### src/qdd_pkg.sv
package qdd_pkg;

   typedef enum logic [2:0] {
      KIND_SAMPLE    = 3'd0,
      KIND_SET_POS   = 3'd1,
      KIND_CLR_DELTA = 3'd2,
      KIND_CLR_MOVE  = 3'd3,
      KIND_CLR_DIR   = 3'd4
   } kind_type;

   typedef enum logic [1:0] {
      DIR_NONE = 2'd0,
      DIR_CW   = 2'd1,
      DIR_CCW  = 2'd2
   } dir_type;

   localparam logic [1:0] CSR_REVERSE = 2'd0;
   localparam logic [1:0] CSR_STEPS   = 2'd1;
   localparam logic [6:0] STEPS_RESET = 7'd4;

   typedef struct packed {
      logic              reverse;
      logic [6:0]        steps;
   } cfg_type;

   typedef struct packed {
      logic [2:0]        kind;
      logic              clk_level;
      logic              dt_level;
      logic signed [31:0] new_position;
   } item_type;

   typedef struct packed {
      logic [1:0]        prev_phase;
      logic              primed;
      logic signed [7:0] acc;
      logic [31:0]       position;
      logic [31:0]       delta;
      logic [1:0]        direction;
      logic              movement;
   } state_type;

   typedef struct packed {
      logic signed [1:0] detent_step;
      logic              movement_available;
      logic [1:0]        direction;
      logic signed [31:0] delta;
      logic signed [31:0] position;
   } result_type;

   // index is {old phase, new phase}
   function automatic logic signed [1:0] phase_step(input logic [3:0] idx);
      logic signed [1:0] t;
      case (idx)
         4'd1, 4'd7, 4'd8, 4'd14: t = -2'sd1;
         4'd2, 4'd4, 4'd11, 4'd13: t = 2'sd1;
         default: t = 2'sd0;
      endcase
      return t;
   endfunction

endpackage

### src/qdd_step.sv
module qdd_step
   import qdd_pkg::*;
(
   input  cfg_type    cfg,
   input  item_type   item,
   input  state_type  state,
   output state_type  state_next,
   output result_type result
);

   logic [1:0]        cur;
   logic signed [1:0] t_raw;
   logic signed [1:0] t;
   logic signed [7:0] sum;
   logic signed [7:0] lim;
   logic signed [1:0] step;

   assign cur   = {item.clk_level, item.dt_level};
   assign t_raw = phase_step({state.prev_phase, cur});
   assign t     = cfg.reverse ? -t_raw : t_raw;
   assign sum   = state.acc + {{6{t[1]}}, t};
   assign lim   = {1'b0, cfg.steps};

   always_comb begin
      state_next = state;
      step       = 2'sd0;
      case (item.kind)
         KIND_SAMPLE: begin
            state_next.prev_phase = cur;
            state_next.primed     = 1'b1;
            if (state.primed && t != 2'sd0) begin
               state_next.acc = sum;
               if (sum >= lim) begin
                  state_next.acc       = 8'sd0;
                  state_next.position  = state.position + 32'd1;
                  state_next.delta     = state.delta + 32'd1;
                  state_next.direction = DIR_CW;
                  state_next.movement  = 1'b1;
                  step                 = 2'sd1;
               end else if (sum <= -lim) begin
                  state_next.acc       = 8'sd0;
                  state_next.position  = state.position - 32'd1;
                  state_next.delta     = state.delta - 32'd1;
                  state_next.direction = DIR_CCW;
                  state_next.movement  = 1'b1;
                  step                 = -2'sd1;
               end
            end
         end
         KIND_SET_POS: begin
            state_next.position  = item.new_position;
            state_next.delta     = 32'd0;
            state_next.acc       = 8'sd0;
            state_next.movement  = 1'b0;
            state_next.direction = DIR_NONE;
         end
         KIND_CLR_DELTA: begin
            state_next.delta    = 32'd0;
            state_next.movement = 1'b0;
         end
         KIND_CLR_MOVE: begin
            state_next.delta     = 32'd0;
            state_next.movement  = 1'b0;
            state_next.direction = DIR_NONE;
         end
         KIND_CLR_DIR: begin
            state_next.direction = DIR_NONE;
         end
         default: ;
      endcase
   end

   // samples report state after the update; host items report the new position, old delta/dir/movement
   always_comb begin
      result.position    = state_next.position;
      result.detent_step = step;
      if (item.kind == KIND_SAMPLE) begin
         result.delta              = state_next.delta;
         result.direction          = state_next.direction;
         result.movement_available = state_next.movement;
      end else begin
         result.delta              = state.delta;
         result.direction          = state.direction;
         result.movement_available = state.movement;
      end
   end

endmodule

### src/quadrature_detent_decoder.sv
// A req item passes the input register, then the result register, before rsp_tvalid rises.
// Throughput: one item per cycle unless rsp stalls; decode and counter update sit between the
// input register and the result register, and the decoder state updates as an item leaves it.
// Reset (synchronous, active high): channels empty, counters, phase and direction cleared,
// reverse_direction 0, steps_per_detent 4.
module quadrature_detent_decoder
   import qdd_pkg::*;
(
   input  logic        clock,
   input  logic        reset,
   input  logic        req_tvalid,
   output logic        req_tready,
   input  logic [39:0] req_tdata,   // clk_level, dt_level, new_position[31:0], zero pad
   input  logic [2:0]  req_tuser,   // kind
   output logic        rsp_tvalid,
   input  logic        rsp_tready,
   output logic [71:0] rsp_tdata,   // position, delta, direction, movement_available,
                                    // detent_step, zero pad
   input  logic        csr_valid,
   output logic        csr_ready,
   input  logic [1:0]  csr_index,
   input  logic [6:0]  csr_data
);

   logic       in_valid_ff;
   item_type   in_item_ff;
   logic       out_valid_ff;
   result_type out_ff;
   state_type  state_ff;
   state_type  state_in;
   cfg_type    cfg_ff;
   result_type result_in;
   logic       advance;
   logic       csr_write;

   assign advance    = in_valid_ff && (!out_valid_ff || rsp_tready);
   assign req_tready = !in_valid_ff || advance;
   assign csr_ready  = 1'b1;
   assign csr_write  = csr_valid && csr_ready;

   qdd_step u_step (
      .cfg        (cfg_ff),
      .item       (in_item_ff),
      .state      (state_ff),
      .state_next (state_in),
      .result     (result_in)
   );

   always_ff @(posedge clock) begin
      if (reset) begin
         in_valid_ff <= 1'b0;
      end else if (req_tready) begin
         in_valid_ff <= req_tvalid;
      end
      if (req_tvalid && req_tready) begin
         in_item_ff.kind         <= req_tuser;
         in_item_ff.clk_level    <= req_tdata[0];
         in_item_ff.dt_level     <= req_tdata[1];
         in_item_ff.new_position <= req_tdata[33:2];
      end
   end

   always_ff @(posedge clock) begin
      if (reset) begin
         out_valid_ff <= 1'b0;
      end else if (advance) begin
         out_valid_ff <= 1'b1;
      end else if (rsp_tready) begin
         out_valid_ff <= 1'b0;
      end
      if (advance) begin
         out_ff <= result_in;
      end
   end

   always_ff @(posedge clock) begin
      if (reset) begin
         state_ff      <= '0;
         cfg_ff.reverse <= 1'b0;
         cfg_ff.steps  <= STEPS_RESET;
      end else begin
         if (advance) begin
            state_ff <= state_in;
         end
         if (csr_write) begin
            case (csr_index)
               CSR_REVERSE: cfg_ff.reverse <= csr_data[0];
               CSR_STEPS: begin
                  cfg_ff.steps <= (csr_data == 7'd0) ? 7'd1 : csr_data;
                  state_ff.acc <= 8'sd0;
               end
               default: ;
            endcase
         end
      end
   end

   assign rsp_tvalid = out_valid_ff;
   assign rsp_tdata  = {3'b000, out_ff.detent_step, out_ff.movement_available,
                        out_ff.direction, out_ff.delta, out_ff.position};

   a_acc_range: assert property (@(posedge clock) disable iff (reset)
      state_ff.acc != -8'sd128)
      else $error("transition accumulator out of range");

   a_unprimed_idle: assert property (@(posedge clock) disable iff (reset)
      !state_ff.primed |-> (state_ff.acc == 8'sd0 && state_ff.prev_phase == 2'd0))
      else $error("decoder state moved before first sample");

   a_host_no_step: assert property (@(posedge clock) disable iff (reset)
      advance && in_item_ff.kind != KIND_SAMPLE |=> out_ff.detent_step == 2'sd0)
      else $error("host item produced a detent step");

   a_dir_code: assert property (@(posedge clock) disable iff (reset)
      state_ff.direction != 2'd3)
      else $error("invalid direction code");

   a_stall: assert property (@(posedge clock) disable iff (reset)
      !req_tready |-> (in_valid_ff && out_valid_ff && !rsp_tready))
      else $error("input stalled without downstream backpressure");

endmodule
### config.mk
export PLATFORM = sky130hd
export DESIGN_NAME = quadrature_detent_decoder
export DESIGN_NICKNAME = d
export VERILOG_FILES = /design/src/qdd_pkg.sv /design/src/qdd_step.sv /design/src/quadrature_detent_decoder.sv
export SDC_FILE = /design/constraint.sdc
export NUM_CORES = 1
export LEC_CHECK = 0
export ABC_AREA = 1
export BUFFER_PORTS_ARGS = -buffer_cell sky130_fd_sc_hd__buf_4
export CAP_MARGIN = 5
export CORE_UTILIZATION = 45
export CTS_CLUSTER_DIAMETER = 150
export CTS_CLUSTER_SIZE = 28
export DETAILED_ROUTE_END_ITERATION = 10
export GPL_TIMING_DRIVEN = 0
export PLACE_DENSITY_LB_ADDON = 0.3
export SLEW_MARGIN = 25
export SYNTH_ARGS = -nofsm -noshare
export SYNTH_HDL_FRONTEND = slang
export SYNTH_SLANG_ARGS = --single-unit
### constraint.sdc
create_clock -name clock -period 4.5 [get_ports clock]
set_input_delay 0.225 -clock clock [delete_from_list [all_inputs] [get_ports clock]]
set_output_delay 0.225 -clock clock [all_outputs]
set_load 0.02 [all_outputs]
==> flow_metrics.env <==
export IMPL_maxCapViolCount=0
export IMPL_power_density_nw_per_um2=315
export IMPL_layout_min_cycle_time_ns=4.38
export IMPL_hold_class="in -> reg"
export IMPL_grt_pass1_vias=14160
export IMPL_crit_path_max_incr_delay_ns=0.42
export IMPL_cp_max_fo=10
export IMPL_start_util_pct=45.9
export IMPL_postSynthAreaPerCell_sq_um=6.40
export IMPL_hold_slack_ns=0.0144
export IMPL_hold_violations=0
export IMPL_ir_drop_mv=0.305
export IMPL_io_pins=132
export IMPL_cpMaxStageDelayCell="edfxtp_1"
export IMPL_drtPass1Iterations=6
export IMPL_power_leakage_nw=8.58
export IMPL_clockRootBuffer="clkbuf_16"
export IMPL_core_area_sq_um=31700
export IMPL_ys_types=39
export IMPL_synth_seq_cells=194
export IMPL_grt_overflow_total=0
export IMPL_slew_headroom_pct=33.0
export IMPL_status="complete, no violations"
export IMPL_routabilityCongestion=1.01
export IMPL_cp_start_kind="flop"
export IMPL_antenna_found_initial=0
export IMPL_synth_warnings=0
export IMPL_drt_iter0_drc=1729
export IMPL_routed_wl_microns=52100
export IMPL_n_antenna_cell=0
export IMPL_nNetsFinal=2580
export IMPL_cts_htree_levels=4
export IMPL_max_freq_mhz=228
export IMPL_routed_via_density=5.39
export IMPL_reg2reg_depth=32
export IMPL_synthToLayoutAreaGrowth_pct=23.5
export IMPL_grt_pass1_wl_microns=79500
export IMPL_critPathLaunch="in_item_ff[32]"
export IMPL_maxSlewViolCount=0
export IMPL_tritoncts="done"
export IMPL_layout_commonest_cell="nand2_1"
export IMPL_grt_use_total_pct=31.0
export IMPL_drive_gt1_share_pct=13.7
export IMPL_whs_endpoint="cfg_ff[7]"
export IMPL_synthCells=2275
export IMPL_worst_slew_pin_slew_ns=1.01
export IMPL_clock_path_buffers=2
export IMPL_min_from="csr_data[0]"
export IMPL_r2r_setup_slack_ns=0.12
export IMPL_port_buffers=120
export IMPL_grt_max_degree=51
export IMPL_clock_latency_ns=0.47
export IMPL_row_count=65
export IMPL_drc=0
export IMPL_chipWidth_microns=182
export IMPL_synth_top_flop_cell="edfxtp_1"
export IMPL_die_area_sq_um=33100
export IMPL_fin_crit_sh_pct=97.4
export IMPL_power_mw=5.67
export IMPL_required_ns=4.71
export IMPL_final_cell_mix="829 x nand2_1, 245 x nand3_1, 220 x inv_1"
export IMPL_dp_hpwl_microns=38200
export IMPL_wl_per_cell_microns=17.9
export IMPL_whs_path_depth=3
export IMPL_skew_ns=0.0129
export IMPL_antenna_left=0
export IMPL_vias=15669
export IMPL_setup_violations=0
export IMPL_reg2reg_to="rsp_tdata[49]"
export IMPL_numCtsBuffers=17
export IMPL_synth_cell_area_sq_um=14500
export IMPL_critPathKind="reg -> reg"
export IMPL_path_common_cell="nand2_1"
export IMPL_worstReg2RegStart="in_item_ff[32]"
export IMPL_synth_edf_count=106
export IMPL_clkSinkCount=194
export IMPL_cp_arrival_ns=4.59
export IMPL_synthArstFlopShare_pct=0
export IMPL_path_clk_slew_ns=0.08
export IMPL_ys_seq_area_share_pct=34.0
export IMPL_crit_path_end_kind="flop"
export IMPL_die_y_microns=182
==> repair_timing <==
action,CTS,global route
gates resized for setup,52,116
endpoints found under the setup margin,144,139
setup buffers,15,14
hold buffers,38,0
pin swaps,7,30
cloned,4,2
hold endpoints to repair,38,0
==> per-stage QoR <==
step	util [%]	setup WS [ns]	cell area, sq um	setup TNS, ns	instances
after floorplan	-	0.161	14600	0	2277
after global placement	50.3	-1.17	16000	-141.05	2799
after detailed placement	50.5	-1.37	16000	-137.80	2801
after CTS	54.7	-0.00556	17400	-0.0165	2889
after global routing	56.7	-0.144	18000	-7.74	2905
final	56.7	0.116	18000	0	2905
==> layout make-up <==
| class | count | area, sq um |
|---|---|---|
| Tap cell | 402 | 503 |
| Clock buffer | 17 | 425 |
| Clock inverter | 15 | 183 |
| Sequential cell | 194 | 4940 |
| Multi-Input combinational cell | 1725 | 8610 |
| Inverter | 236 | 891 |
| Buffer | 123 | 743 |
| Fill cell | 3081 | 13700 |
| Timing Repair Buffer | 193 | 1680 |
==> cell usage after synthesis, types with 8 or more instances <==
master / count / area [sq um]
nand4_1: 8 / 50.1
xor2_1: 114 / 998
buf_4: 10 / 75.1
inv_1: 227 / 852
edfxtp_1: 106 / 3180
nor3_1: 39 / 195
nand2_1: 847 / 3180
o21ai_0: 91 / 455
a21oi_1: 94 / 470
buf_2: 29 / 145
dfxtp_1: 88 / 1760
nor2_1: 181 / 679
ha_1: 32 / 400
clkbuf_1: 72 / 270
nand3_1: 264 / 1320
==> kinds of logic after synthesis <==
family,count (synthesis),share of synthesized area [%]
AOI/OAI and AO/OA,203,7.22
and+or+nand+nor,1365,38.6
other,2,0.0516
DFF,194,34.0
xor gates and xnor gates,118,7.10
adders and majority gates,33,2.89
buffers and inverters,360,10.1
==> sequential cells by signal (all words and copies together), names as in the netlist <==
| name | flops |
|---|---|
| rsp_tdata | 69 |
| in_item_ff | 37 |
| in_valid_ff | 1 |
| state_ff | 78 |
| rsp_tvalid | 1 |
| cfg_ff | 8 |
==> worst max-delay path by stage <==
stage / end / depth (start not counted)
after floorplan: state_ff[36] / 30
after global placement: rsp_tdata[63] / 30
after detailed placement: rsp_tdata[63] / 30
after CTS: rsp_tdata[33] / 31
after global routing: rsp_tdata[38] / 33
final: rsp_tdata[49] / 32
==> report_power, final <==
group	total (mW)	internal [mW]	switching (mW)	leakage, nW
Clock	1.64	0.848	0.792	0.298
Sequential	2.05	1.98	0.0641	1.75
Combinational	1.98	0.720	1.26	6.53
Total	5.67	3.55	2.12	8.58
==> worst max-delay path, delay by kind of cell (launching register included) <==
family          cells  cell delay (ns)
compound gates      3             0.35
fa+ha+maj           3             0.87
buf+inv             6             0.66
flops               1             0.42
simple gates       20             1.80
==> metal layers <==
metal	up-vias	wire (microns)	GRT usage [%]
met5	-	0	0
met1	7343	23500	43.0
met2	616	23900	49.6
li1	7640	-	-
met4	0	1150	8.68
met3	70	3560	4.85
Power figures use the tool's default switching activity.
